[src/rtl/shape_coverage_alpha_blend_defines.svh]
// assertion helpers for the top-level rtl
`ifndef SHAPE_COVERAGE_ALPHA_BLEND_DEFINES_SVH
`define SHAPE_COVERAGE_ALPHA_BLEND_DEFINES_SVH

// same-cycle implication
`define SCA_ASSERT_NOW(label, clk, rst, ante, cons, msg) \
   label: assert property (@(posedge clk) disable iff (rst) (ante) |-> (cons)) \
      else $error(msg);

// next-cycle implication
`define SCA_ASSERT_NEXT(label, clk, rst, ante, cons, msg) \
   label: assert property (@(posedge clk) disable iff (rst) (ante) |=> (cons)) \
      else $error(msg);

`endif

[src/rtl/sca_pkg.sv]
package sca_pkg;

   localparam int FRAME_WIDTH  = 2048;
   localparam int FRAME_HEIGHT = 2048;

   typedef enum logic [2:0] {
      SHAPE_CIRCLE      = 3'd0,
      SHAPE_CIRCLE_RING = 3'd1,
      SHAPE_DIAMOND     = 3'd2,
      SHAPE_DIAMOND_RING = 3'd3,
      SHAPE_RECT        = 3'd4,
      SHAPE_RECT_BORDER = 3'd5
   } shape_kind_type;

   typedef enum logic [2:0] {
      CSR_SHAPE_KIND     = 3'd0,
      CSR_POINT_A        = 3'd1,
      CSR_POINT_B        = 3'd2,
      CSR_RADIUS         = 3'd3,
      CSR_RING_WIDTH     = 3'd4,
      CSR_FILL_COLOR     = 3'd5,
      CSR_ALPHA          = 3'd6,
      CSR_ALPHA_ONE_MODE = 3'd7
   } csr_index_type;

   typedef struct packed {
      logic [2:0]  shape_kind;
      logic [31:0] point_a;
      logic [31:0] point_b;
      logic [15:0] radius;
      logic [15:0] ring_width;
      logic [23:0] fill_color;
      logic [7:0]  alpha;
      logic        alpha_one_mode;
   } cfg_type;

   typedef struct packed {
      logic s1;
      logic s2;
   } stage_en_type;

   typedef struct packed {
      logic [7:0] alpha;
      logic [7:0] blue;
      logic [7:0] green;
      logic [7:0] red;
   } pixel_type;

endpackage

[src/rtl/sca_blend.sv]
module sca_blend (
   input  logic                 clock,
   input  sca_pkg::cfg_type     cfg,
   input  sca_pkg::stage_en_type en,
   input  sca_pkg::pixel_type   old_pixel,
   output sca_pkg::pixel_type   pass_pixel,
   output sca_pkg::pixel_type   mix_pixel
);
   import sca_pkg::*;

   // floor(x / 255) for x up to 255 * 255
   function automatic logic [7:0] div255(logic [15:0] x);
      logic [16:0] t;
      t = 17'(x) + 17'd1 + 17'(x[15:8]);
      return t[15:8];
   endfunction

   logic [2:0][7:0]  fill;
   logic [2:0][7:0]  prev;
   logic [7:0]       inv_alpha;
   logic [2:0][15:0] ca_in, ca_ff, pq_in, pq_ff;
   logic [2:0][7:0]  p1_ff, p2_ff;
   logic [7:0]       a1_ff, a2_ff;
   logic [2:0][7:0]  mix_in, mix_ff;
   logic [2:0][15:0] sum;
   logic [2:0][8:0]  add;

   always_comb begin
      fill      = {cfg.fill_color[7:0], cfg.fill_color[15:8], cfg.fill_color[23:16]};
      prev      = {old_pixel.blue, old_pixel.green, old_pixel.red};
      inv_alpha = 8'd255 - cfg.alpha;
      for (int i = 0; i < 3; i++) begin
         ca_in[i] = 16'(fill[i]) * 16'(cfg.alpha);
         pq_in[i] = 16'(prev[i]) * 16'(inv_alpha);
      end
   end

   always_ff @(posedge clock) begin
      if (en.s1) begin
         ca_ff <= ca_in;
         pq_ff <= pq_in;
         p1_ff <= prev;
         a1_ff <= old_pixel.alpha;
      end
   end

   always_comb begin
      for (int i = 0; i < 3; i++) begin
         sum[i] = 16'(17'(ca_ff[i]) + 17'(pq_ff[i]));
         add[i] = 9'(div255(ca_ff[i])) + 9'(p1_ff[i]);
         if (cfg.alpha_one_mode) begin
            mix_in[i] = add[i][8] ? 8'hff : add[i][7:0];
         end else begin
            mix_in[i] = div255(sum[i]);
         end
      end
   end

   always_ff @(posedge clock) begin
      if (en.s2) begin
         mix_ff <= mix_in;
         p2_ff  <= p1_ff;
         a2_ff  <= a1_ff;
      end
   end

   always_comb begin
      pass_pixel.red   = p2_ff[0];
      pass_pixel.green = p2_ff[1];
      pass_pixel.blue  = p2_ff[2];
      pass_pixel.alpha = a2_ff;
      mix_pixel.red    = mix_ff[0];
      mix_pixel.green  = mix_ff[1];
      mix_pixel.blue   = mix_ff[2];
      mix_pixel.alpha  = 8'hff;
   end

endmodule

[config.mk]
export PLATFORM = sky130hd
export DESIGN_NAME = sca_blend
export DESIGN_NICKNAME = d
export VERILOG_FILES = /design/src/rtl/shape_coverage_alpha_blend_defines.svh /design/src/rtl/sca_pkg.sv /design/src/rtl/sca_blend.sv
export SDC_FILE = /design/constraint.sdc
export NUM_CORES = 1
export LEC_CHECK = 0
export ABC_CLOCK_PERIOD_IN_PS = 7000
export BUFFER_PORTS_ARGS = -buffer_cell sky130_fd_sc_hd__buf_4
export CAP_MARGIN = 20
export CORE_MARGIN = 2
export CORE_UTILIZATION = 59
export CTS_CLUSTER_DIAMETER = 30
export DETAILED_ROUTE_END_ITERATION = 10
export GPL_ROUTABILITY_DRIVEN = 0
export GPL_TIMING_DRIVEN = 1
export PLACE_DENSITY = 0.8
export SKIP_CTS_REPAIR_TIMING = 1
export SLEW_MARGIN = 0
export SYNTH_ARGS = -nofsm -noshare
export SYNTH_HDL_FRONTEND = slang
export SYNTH_SLANG_ARGS = --single-unit
[constraint.sdc]
create_clock -name clock -period 7 [get_ports clock]
set_clock_uncertainty 0.1 [all_clocks]
set_input_delay 1.05 -clock clock [delete_from_list [all_inputs] [get_ports clock]]
set_output_delay 1.05 -clock clock [all_outputs]
set_load 0.005 [all_outputs]
==> flow_summary.toml <==
[global_routing]
grt_pass1_vias = 17600
grt_max_degree = 68
grt_pass1_wl_microns = 86500
grt_overflow = 0
antenna_found_initial = 0
grt_use_total_pct = 26.1

[clocking]
cts_tree = "built"
h-tree-depth = 4
clkTransAtPathRegs_ns = 0.07
cts_made_buffers = 17
cts_max_path_buffers = 2
clk_latency_ns = 0.46
cts_sinks = 184
cts-root-buf = "clkbuf_16"

[sta]
tns_ns = 0
worstMarginPinSlew_ns = 0.881
fin_crit_sh_pct = 79.1
layout_min_cycle_time_ns = 5.54
drv_slew = 0
hold_viol_final = 0
max_clock_freq_mhz = 181
grt_setup_unrepaired = "false"
relSlewSlack_pct = 40.9
report.final.setup_viol = 0

[die]
die_x_microns = 203
dieArea_sq_um = 41100
rows = 72
die_h_microns = 203
io_pins = 231
start_util_pct = 60.0
core_sq_um = 38800

[worst_setup_path]
path_max_fanout = 48
crit_start = "cfg[4]"
critical_path_required_ns = 7.11
crit_chain = "buf_4 > nand2b_1 > fa_1 > fa_1 > inv_1 > fa_1 > inv_1 > fa_1 > inv_1 > ha_1 > a21boi_1 > o21ai_0 > nand2b_1 > a21o_1 > a41o_1 > o41a_1 > xnor2_1"
crit_arrival_ns = 5.64
reg2reg_from = "ca_ff[32]"
slowest_stage = "fa_1"
critical-path-top-cell-by-count = "fa_1"
critPathKind = "in2reg"
start_kind = "input pin"
reg2reg_setup_slack_ns = 1.95
endpoint_kind = "register"
slowest_delay_ns = 0.57

[synth]
synth_area_per_cell_sq_um = 9.90
yosysSeqAreaShare_pct = 23.7
yosysWarnings = 0
synth_cell_types = 82
synthCells = 2351
syn-cell-area_sq_um = 23300
synth_edf_count = 184
yosysTopAreaCell = "edfxtp_1"
ys_ff_latch = 184
netlist_top_cells_area = "edfxtp_1 24%, fa_1 19%, ha_1 17%"
ys.flop_type = "edfxtp_1"
synth_top_area_share_pct = 23.7
synthArstFlopShare_pct = 0

[final_layout]
layout.nets = 3158
layout.cells.non_filler = 2976
fin_util_pct = 65.0
n_antenna_cell = 0
drive_above_1_share_pct = 7.65
syn2layout_area_growth_pct = 8.37
fillCellCount = 3071

[placed_design]
dp_cells = 2943
dp_hpwl_microns = 40300
port-buffer-count = 123

[power_and_ir_drop]
p_per_area_nw_per_um2 = 428
total_power_mw = 10.8
p_leak_nw = 11.8
irDropWorstVdd_mv = 0.276

[routing]
drt-initial-drc-count = 1118
post_drt_wl_per_cell_microns = 17.4
routed_via_density = 5.71
firstDrtPassIters = 5
post-route-drc-count = 0
ant_nets = 0
vias = 17000
routed_wl_microns = 51900

[outcome]
status = "finished clean"

[min_path]
min-delay-start = "a1_ff[5]"
hold_path_class = "reg2reg"

[job]
cap_violations = 0
-- stage by stage --
stage / setup slack, ns / instance area [sq um] / hold slack, ns
floorplan: 1.39 / 23300 / 0.300
global placement: 1.16 / 24600 / 0.303
detailed placement: 1.06 / 24600 / 0.308
CTS: 1.50 / 25200 / 0.325
global route: 1.29 / 25200 / 0.342
finish: 1.46 / 25200 / 0.322
-- cell usage after synthesis (4+ instances only) --
| library cell | instances |
|---|---|
| o211ai_1 | 5 |
| nor4_1 | 4 |
| xor2_1 | 36 |
| and3_1 | 18 |
| nand3b_1 | 7 |
| nand3_1 | 36 |
| nand4_1 | 7 |
| a41o_1 | 5 |
| inv_1 | 362 |
| a211oi_1 | 10 |
| o2111ai_1 | 10 |
| o21ai_0 | 61 |
| o31ai_1 | 9 |
| nor2_1 | 93 |
| nor3_1 | 37 |
| o21ai_1 | 5 |
| nand2_1 | 96 |
| fa_1 | 222 |
| o21a_1 | 26 |
| ha_1 | 324 |
| nor2b_1 | 174 |
| a21boi_1 | 4 |
| a21boi_0 | 9 |
| o41a_1 | 9 |
| or2_2 | 6 |
| a21o_1 | 26 |
| a21oi_1 | 82 |
| or3_1 | 13 |
| clkbuf_1 | 44 |
| xnor2_1 | 112 |
| a31oi_1 | 7 |
| a22oi_1 | 7 |
| and2_1 | 157 |
| buf_4 | 9 |
| nor3b_1 | 6 |
| edfxtp_1 | 184 |
| nand2b_1 | 59 |
| o21bai_1 | 4 |
-- worst paths after layout --
path / to / cells past startpoint
min reg2reg: a2_ff[5] / 0
max reg2reg: mix_pixel[23] / 20
min: a2_ff[5] / 0
max: pq_ff[31] / 17
-- cells by family after synthesis --
kind of cell / synth area share (%)
xor+xnor: 5.71
simple gates: 17.6
flops: 23.7
mux: 0.0484
other cells: 0.0161
buf+inv: 7.03
compound gates: 9.31
fa+ha+maj: 36.5
-- cell usage in the layout (no fill, tap or decap), drive strengths merged, types with 93 or more instances in the layout --
cell / Yosys / final
nand2: 96 / 96
nor2b: 174 / 174
buf: 11 / 125
fa: 222 / 222
nor2: 93 / 93
and2: 158 / 158
inv: 362 / 370
xnor2: 114 / 114
ha: 324 / 324
edfxtp: 184 / 184
-- critical path, delay by kind of cell --
kind	cells	cell delay [ns]
AO/OA/AOI/OAI	5	1.17
XOR/XNOR	1	0.14
adder cells (fa/ha/maj)	5	2.30
buffers and inverters	4	0.63
AND/OR/NAND/NOR	2	0.32
-- state kept, by name, summed over array words and instances (netlist names) --
signal      cells
p1_ff          24
mix_pixel      24
a1_ff           8
ca_ff          48
a2_ff           8
pass_pixel     24
pq_ff          48
-- layout make-up --
class	count	area (sq um)	area share [%]
multi-input combinational	1753	16100	64.0
sequential	184	5530	21.9
inverter	363	1360	5.40
timing repair buffer	126	943	3.74
tap	518	648	2.57
clock buffer	17	425	1.69
clock inverter	15	180	0.714
-- per-layer routing --
metal / track usage (%) / wire [microns] / vias to the layer above
li1: - / - / 8005
met1: 36.3 / 23700 / 8369
met2: 42.9 / 24200 / 516
met3: 3.84 / 2940 / 90
met4: 7.48 / 1050 / 0
met5: 0 / 0 / -
-- report_power, final --
| part | switching [mW] | internal (mW) | leakage [nW] |
|---|---|---|---|
| sequential | 0.275 | 1.78 | 1.79 |
| combinational | 4.36 | 3.38 | 9.75 |
| clock | 0.459 | 0.540 | 0.299 |
| total | 5.09 | 5.70 | 11.8 |
Power figures use the tool's default switching activity.
