## src/rtl/shape_coverage_alpha_blend_defines.svh

```systemverilog
// assertion helpers for the top-level rtl
`ifndef SHAPE_COVERAGE_ALPHA_BLEND_DEFINES_SVH
`define SHAPE_COVERAGE_ALPHA_BLEND_DEFINES_SVH

// same-cycle implication
`define SCA_ASSERT_NOW(label, clk, rst, ante, cons, msg) \
   label: assert property (@(posedge clk) disable iff (rst) (ante) |-> (cons)) \
      else $error(msg);

// next-cycle implication
`define SCA_ASSERT_NEXT(label, clk, rst, ante, cons, msg) \
   label: assert property (@(posedge clk) disable iff (rst) (ante) |=> (cons)) \
      else $error(msg);

`endif

```

## src/rtl/sca_pkg.sv

```systemverilog
package sca_pkg;

   localparam int FRAME_WIDTH  = 2048;
   localparam int FRAME_HEIGHT = 2048;

   typedef enum logic [2:0] {
      SHAPE_CIRCLE      = 3'd0,
      SHAPE_CIRCLE_RING = 3'd1,
      SHAPE_DIAMOND     = 3'd2,
      SHAPE_DIAMOND_RING = 3'd3,
      SHAPE_RECT        = 3'd4,
      SHAPE_RECT_BORDER = 3'd5
   } shape_kind_type;

   typedef enum logic [2:0] {
      CSR_SHAPE_KIND     = 3'd0,
      CSR_POINT_A        = 3'd1,
      CSR_POINT_B        = 3'd2,
      CSR_RADIUS         = 3'd3,
      CSR_RING_WIDTH     = 3'd4,
      CSR_FILL_COLOR     = 3'd5,
      CSR_ALPHA          = 3'd6,
      CSR_ALPHA_ONE_MODE = 3'd7
   } csr_index_type;

   typedef struct packed {
      logic [2:0]  shape_kind;
      logic [31:0] point_a;
      logic [31:0] point_b;
      logic [15:0] radius;
      logic [15:0] ring_width;
      logic [23:0] fill_color;
      logic [7:0]  alpha;
      logic        alpha_one_mode;
   } cfg_type;

   typedef struct packed {
      logic s1;
      logic s2;
   } stage_en_type;

   typedef struct packed {
      logic [7:0] alpha;
      logic [7:0] blue;
      logic [7:0] green;
      logic [7:0] red;
   } pixel_type;

endpackage

```

## src/rtl/sca_cover.sv

```systemverilog
module sca_cover #(
   parameter int FRAME_WIDTH  = sca_pkg::FRAME_WIDTH,
   parameter int FRAME_HEIGHT = sca_pkg::FRAME_HEIGHT
) (
   input  logic                clock,
   input  sca_pkg::cfg_type    cfg,
   input  sca_pkg::stage_en_type en,
   input  logic [10:0]         row,
   input  logic [10:0]         column,
   output logic                covered
);
   import sca_pkg::*;

   function automatic logic near_edge(logic signed [19:0] v, logic signed [19:0] e,
                                      logic signed [19:0] bw);
      logic signed [19:0] d;
      d = v - e;
      return ((d[19] ? -d : d) <= bw);
   endfunction

   // stage 1: offsets from the center
   logic [14:0]        x_pos;
   logic [14:0]        y_pos;
   logic signed [17:0] dx;
   logic signed [17:0] dy;
   logic [16:0]        adx_in, adx_ff;
   logic [16:0]        ady_in, ady_ff;
   logic [14:0]        x_ff, y_ff;
   logic               frame1_in, frame1_ff;

   always_comb begin
      x_pos     = {column, 4'b0000};
      y_pos     = {row, 4'b0000};
      dx        = 18'($signed({3'b000, x_pos})) - 18'($signed(cfg.point_a[15:0]));
      dy        = 18'($signed({3'b000, y_pos})) - 18'($signed(cfg.point_a[31:16]));
      adx_in    = dx[17] ? 17'(-dx) : dx[16:0];
      ady_in    = dy[17] ? 17'(-dy) : dy[16:0];
      frame1_in = ({2'b00, row} < 13'(FRAME_HEIGHT)) && ({2'b00, column} < 13'(FRAME_WIDTH));
   end

   always_ff @(posedge clock) begin
      if (en.s1) begin
         adx_ff    <= adx_in;
         ady_ff    <= ady_in;
         x_ff      <= x_pos;
         y_ff      <= y_pos;
         frame1_ff <= frame1_in;
      end
   end

   // stage 2: squares, diamond and rectangle tests
   logic [17:0]        outer;
   logic signed [18:0] inner_s;
   logic [17:0]        inner;
   logic [17:0]        l1;
   logic [18:0]        l1x2;
   logic [15:0]        xlo, xhi, ylo, yhi;
   logic signed [19:0] xlo_s, xhi_s, ylo_s, yhi_s;
   logic signed [19:0] xs, ys, x2, y2, xlo2, xhi2, ylo2, yhi2, bw;
   logic               grown;
   logic [33:0]        sqx_in, sqx_ff, sqy_in, sqy_ff;
   logic [31:0]        r2_in, r2_ff;
   logic [35:0]        outer2_in, outer2_ff, inner2_in, inner2_ff;
   logic               dia_in, dia_ff, dring_in, dring_ff;
   logic               rect_in, rect_ff, rborder_in, rborder_ff;
   logic               frame2_ff;

   always_comb begin
      outer   = {1'b0, cfg.radius, 1'b0} + 18'(cfg.ring_width);
      inner_s = $signed({2'b00, cfg.radius, 1'b0}) - $signed({3'b000, cfg.ring_width});
      inner   = inner_s[18] ? 18'd0 : inner_s[17:0];

      sqx_in    = 34'(adx_ff) * 34'(adx_ff);
      sqy_in    = 34'(ady_ff) * 34'(ady_ff);
      r2_in     = 32'(cfg.radius) * 32'(cfg.radius);
      outer2_in = 36'(outer) * 36'(outer);
      inner2_in = 36'(inner) * 36'(inner);

      l1       = 18'(adx_ff) + 18'(ady_ff);
      l1x2     = {l1, 1'b0};
      dia_in   = l1 <= 18'(cfg.radius);
      dring_in = (l1x2 <= 19'(outer)) && (l1x2 >= 19'(inner));

      if ($signed(cfg.point_a[15:0]) < $signed(cfg.point_b[15:0])) begin
         xlo = cfg.point_a[15:0];
         xhi = cfg.point_b[15:0];
      end else begin
         xlo = cfg.point_b[15:0];
         xhi = cfg.point_a[15:0];
      end
      if ($signed(cfg.point_a[31:16]) < $signed(cfg.point_b[31:16])) begin
         ylo = cfg.point_a[31:16];
         yhi = cfg.point_b[31:16];
      end else begin
         ylo = cfg.point_b[31:16];
         yhi = cfg.point_a[31:16];
      end
      xlo_s = 20'($signed(xlo));
      xhi_s = 20'($signed(xhi));
      ylo_s = 20'($signed(ylo));
      yhi_s = 20'($signed(yhi));
      xs    = $signed({5'b00000, x_ff});
      ys    = $signed({5'b00000, y_ff});
      rect_in = (xs >= xlo_s) && (xs <= xhi_s) && (ys >= ylo_s) && (ys <= yhi_s);

      x2   = $signed({4'b0000, x_ff, 1'b0});
      y2   = $signed({4'b0000, y_ff, 1'b0});
      xlo2 = {xlo_s[18:0], 1'b0};
      xhi2 = {xhi_s[18:0], 1'b0};
      ylo2 = {ylo_s[18:0], 1'b0};
      yhi2 = {yhi_s[18:0], 1'b0};
      bw   = $signed({4'b0000, cfg.ring_width});
      grown = (x2 >= xlo2 - bw) && (x2 <= xhi2 + bw) &&
              (y2 >= ylo2 - bw) && (y2 <= yhi2 + bw);
      rborder_in = grown && (near_edge(y2, ylo2, bw) || near_edge(x2, xlo2, bw) ||
                             near_edge(y2, yhi2, bw) || near_edge(x2, xhi2, bw));
   end

   always_ff @(posedge clock) begin
      if (en.s2) begin
         sqx_ff     <= sqx_in;
         sqy_ff     <= sqy_in;
         r2_ff      <= r2_in;
         outer2_ff  <= outer2_in;
         inner2_ff  <= inner2_in;
         dia_ff     <= dia_in;
         dring_ff   <= dring_in;
         rect_ff    <= rect_in;
         rborder_ff <= rborder_in;
         frame2_ff  <= frame1_ff;
      end
   end

   // circle compares and shape select
   logic [34:0] sum;
   logic [36:0] sum4;
   logic        hit;

   always_comb begin
      sum  = 35'(sqx_ff) + 35'(sqy_ff);
      sum4 = {sum, 2'b00};
      case (cfg.shape_kind)
         SHAPE_CIRCLE:       hit = sum <= 35'(r2_ff);
         SHAPE_CIRCLE_RING:  hit = (sum4 <= 37'(outer2_ff)) && (sum4 >= 37'(inner2_ff));
         SHAPE_DIAMOND:      hit = dia_ff;
         SHAPE_DIAMOND_RING: hit = dring_ff;
         SHAPE_RECT:         hit = rect_ff;
         SHAPE_RECT_BORDER:  hit = rborder_ff;
         default:            hit = 1'b0;
      endcase
      covered = frame2_ff && hit;
   end

endmodule

```

## config.mk

```make
export PLATFORM = sky130hd
export DESIGN_NAME = sca_cover
export DESIGN_NICKNAME = d
export VERILOG_FILES = /design/src/rtl/shape_coverage_alpha_blend_defines.svh /design/src/rtl/sca_pkg.sv /design/src/rtl/sca_cover.sv
export SDC_FILE = /design/constraint.sdc
export NUM_CORES = 2
export LEC_CHECK = 0
export ABC_AREA = 0
export BUFFER_PORTS_ARGS = -buffer_cell sky130_fd_sc_hd__buf_2
export CAP_MARGIN = 20
export CORE_MARGIN = 1
export CORE_UTILIZATION = 61
export DETAILED_ROUTE_END_ITERATION = 16
export PLACE_DENSITY_LB_ADDON = 0.1
export SKIP_CTS_REPAIR_TIMING = 1
export SYNTH_ARGS = -nofsm -noshare
export SYNTH_HDL_FRONTEND = slang
export SYNTH_SLANG_ARGS = --single-unit
```

## constraint.sdc

```tcl
create_clock -name clock -period 14.49 [get_ports clock]
set_input_delay 3.6225 -clock clock [delete_from_list [all_inputs] [get_ports clock]]
set_output_delay 3.6225 -clock clock [all_outputs]
set_load 0.03 [all_outputs]
```

==> flow_summary.rst <==
.. list-table::
   :header-rows: 1

   * - Metric
     - Value
   * - Run status
     - complete, no violations
   * - Setup CP Type
     - input pin to flip-flop
   * - Data arrival, critical path
     - 13430 ps
   * - Fin. max-slew vios
     - 0
   * - Number of synthesis warnings
     - 0
   * - Share of final-layout standard cells stronger than drive strength 1
     - 0.04925
   * - CP required
     - 14800 ps
   * - Clock buffer count from CTS
     - 34
   * - Growth of design area from synthesis to finish
     - 5.750%
   * - Library cells used by synthesis
     - 99
   * - Total count of hold-check failures in the final report
     - 0
   * - Global router's overall resource usage
     - 0.3451
   * - Share of synthesized registers carrying an async set or reset
     - 0
   * - Placement-stage cell area
     - 0.06831 mm2
   * - Final estimated routing congestion in global placement
     - 0.9999
   * - Initial standard-cell utilization of the core
     - 0.6193
   * - DIE WIDTH
     - 329.8 um
   * - Largest stage delay, worst path
     - 630 ps
   * - Cell area after synthesis
     - 0.06556 mm2
   * - Final clock period utilization by the worst path
     - 0.9053
   * - Number of antenna diodes
     - 0
   * - Achievable frequency
     - 76.24 MHz
   * - Total number of clock tree sinks
     - 227
   * - Overflow left after global routing
     - 0
   * - Iteration count of the initial detailed-routing pass
     - 6
   * - HPWL after DPL
     - 150100 um
   * - Post-route non-filler standard cell count
     - 8964
   * - Post-synthesis cell count
     - 7399
   * - Clock tree from TritonCTS
     - built
   * - Antenna violations before repair
     - 2
   * - Max-capacitance violation count
     - 0
   * - Slew margin rel.
     - 0.1675
   * - H-Tree Level Count
     - 2
   * - Largest fanout of any net on the critical path
     - 13
   * - Clock Root Buffer
     - sky130_fd_sc_hd__clkbuf_16
   * - Final setup violation count
     - 0
   * - Source-to-sink clock delay at the later pin of the worst-skew pair
     - 570 ps
   * - Worst hold path type
     - flip-flop to flip-flop
   * - Most common cell after layout, fill and taps aside
     - sky130_fd_sc_hd__inv_1
   * - Initial detailed-routing violation count
     - 3688
   * - Floorplan row count
     - 119
   * - Master of the slowest instance on the critical path
     - sky130_fd_sc_hd__o31ai_1
   * - Top-level I/O count
     - 158
   * - Final critical delay including setup and external delays
     - 13120 ps
   * - Vias
     - 51720
   * - Mean instance size in the synthesized netlist
     - 8.861 um2
   * - Die outline area
     - 0.1088 mm2
   * - Final wirelength
     - 181600 um
   * - Actual transition at the worst max-transition pin
     - 1244 ps
   * - Most used flip-flop cell after synthesis
     - sky130_fd_sc_hd__edfxtp_1
   * - Non-Filler Cell Area, Final
     - 0.06933 mm2
   * - Final worst clock skew
     - 26.22 ps
   * - Launching element type of the critical path
     - input pin
   * - Maximum number of pins on one net before global-route repair
     - 109
   * - Die Y-Extent
     - 329.8 um
   * - Setup repair after global routing missed its margin
     - no
   * - Input/output buffers
     - 124
   * - Sequential cell area fraction in the yosys report
     - 0.1040
   * - Area of the core region
     - 0.1059 mm2
   * - Crit-path most repeated cell
     - sky130_fd_sc_hd__fa_1
   * - Post-layout net count
     - 9696
   * - Minimum setup slack after placement
     - 914.1 ps
   * - First-pass GRT wire length
     - 288500 um
   * - Number of global-route vias before repair
     - 53400
   * - Setup TNS after final layout
     - 0 ps
   * - Routed len/inst
     - 20.26 um
   * - Number of cells after detailed placement
     - 8901
   * - FF+latch count, synth
     - 227
   * - Crit end category
     - flip-flop
   * - Most frequent cells in the layout
     - sky130_fd_sc_hd__inv_1, sky130_fd_sc_hd__ha_1, sky130_fd_sc_hd__fa_1
   * - Clk buf depth
     - 3
   * - Residual DRC count
     - 0
   * - Crit path setup slack, layout
     - 1373 ps
   * - Ratio of routed vias to standard cells
     - 5.769
   * - Number of nets still failing antenna checks after routing
     - 0
   * - Number of enable-type register cells in the synthesized netlist
     - 227
   * - Register clock-pin slew on the reported worst setup and hold paths
     - 60 ps
## per-layer routing
| metal | global-route usage | vias to the layer above | routed length (um) | part of all wire |
|---|---|---|---|---|
| met3 | 0.05609 | 459 | 15220 | 0.084 |
| met4 | 0.1758 | 2 | 11200 | 0.062 |
| met2 | 0.5543 | 1906 | 81390 | 0.45 |
| li1 | - | 24130 | - | - |
| met5 | 0 | - | 13 | 0.000072 |
| met1 | 0.4519 | 25220 | 73780 | 0.41 |
## kinds of logic after synthesis
group,Yosys count,synth area share
multiplexers,37,0.005974
adder cells (fa/ha/maj),1992,0.4910
XOR/XNOR,400,0.05344
other,1,0.00005720
AO/OA/AOI/OAI,1084,0.1093
buffers and inverters,1821,0.1044
AND/OR/NAND/NOR,1837,0.1318
flip-flops,227,0.1040
## worst max-delay path: cells and delay by family
kind                     cells  cell delay, ps
adder cells (fa/ha/maj)      9            3990
AO/OA/AOI/OAI               15            3330
buffers and inverters        7            1220
AND/OR/NAND/NOR              2             690
XOR/XNOR                     2             570
## state kept, by name (all words and copies together), names as in the netlist
register    count
ady_ff         17
x_ff           11
sqy_ff         33
adx_ff         17
rect_ff         1
dia_ff          1
outer2_ff      35
r2_ff          31
inner2_ff      35
dring_ff        1
rborder_ff      1
sqx_ff         33
y_ff           11
## per-stage QoR
step | hold slack, ps | utilization
final | 821.7 | 0.6549
after detailed placement | 778.4 | 0.6452
after CTS | 794.8 | 0.6548
after global placement | 774.5 | 0.6452
after global routing | 840.7 | 0.6549
after floorplan | 579.7 | -
## synth_stat cells, drive strengths merged (75+ instances only)
master | number | area, um2
inv | 1676 | 6291
ha | 1024 | 12810
fa | 968 | 19380
nor2 | 597 | 2243
nand2 | 503 | 1888
a21oi | 291 | 1460
xnor2 | 279 | 2444
edfxtp | 227 | 6817
a21o | 202 | 1518
o21ai | 196 | 984.7
and2 | 147 | 919.6
xor2 | 121 | 1060
clkbuf | 117 | 439.2
nor3 | 101 | 515.5
nor2b | 82 | 513.0
nand3 | 75 | 375.4
nand4 | 75 | 469.2
## path summary, 6_finish.rpt
| check | slack (ps) | to | cells past startpoint | from |
|---|---|---|---|---|
| worst max-delay path | 1370 | outer2_ff[35]$_DFFE_PP_ | 35 | cfg[49] |
| worst min-delay path | 820 | sqy_ff[0]$_DFFE_PP_ | 1 | ady_ff[0]$_DFFE_PP_ |
| worst max register to register | 6680 | sqx_ff[31]$_DFFE_PP_ | 25 | adx_ff[11]$_DFFE_PP_ |
| worst min register to register | 820 | sqy_ff[0]$_DFFE_PP_ | 1 | ady_ff[0]$_DFFE_PP_ |
## area by class of cell
class / instances / area, um2
flip-flops and latches: 227 / 6817
repair buffers: 237 / 1473
fillers: 8951 / 36530
clock inverters: 23 / 148.9
well taps: 1391 / 1740
multi-input cells: 5352 / 51920
inverters: 1695 / 6362
clock buffers: 39 / 869.6
Power is not shown: default switching activity piles up to over one toggle a cycle in this logic, so the estimate is an artifact.
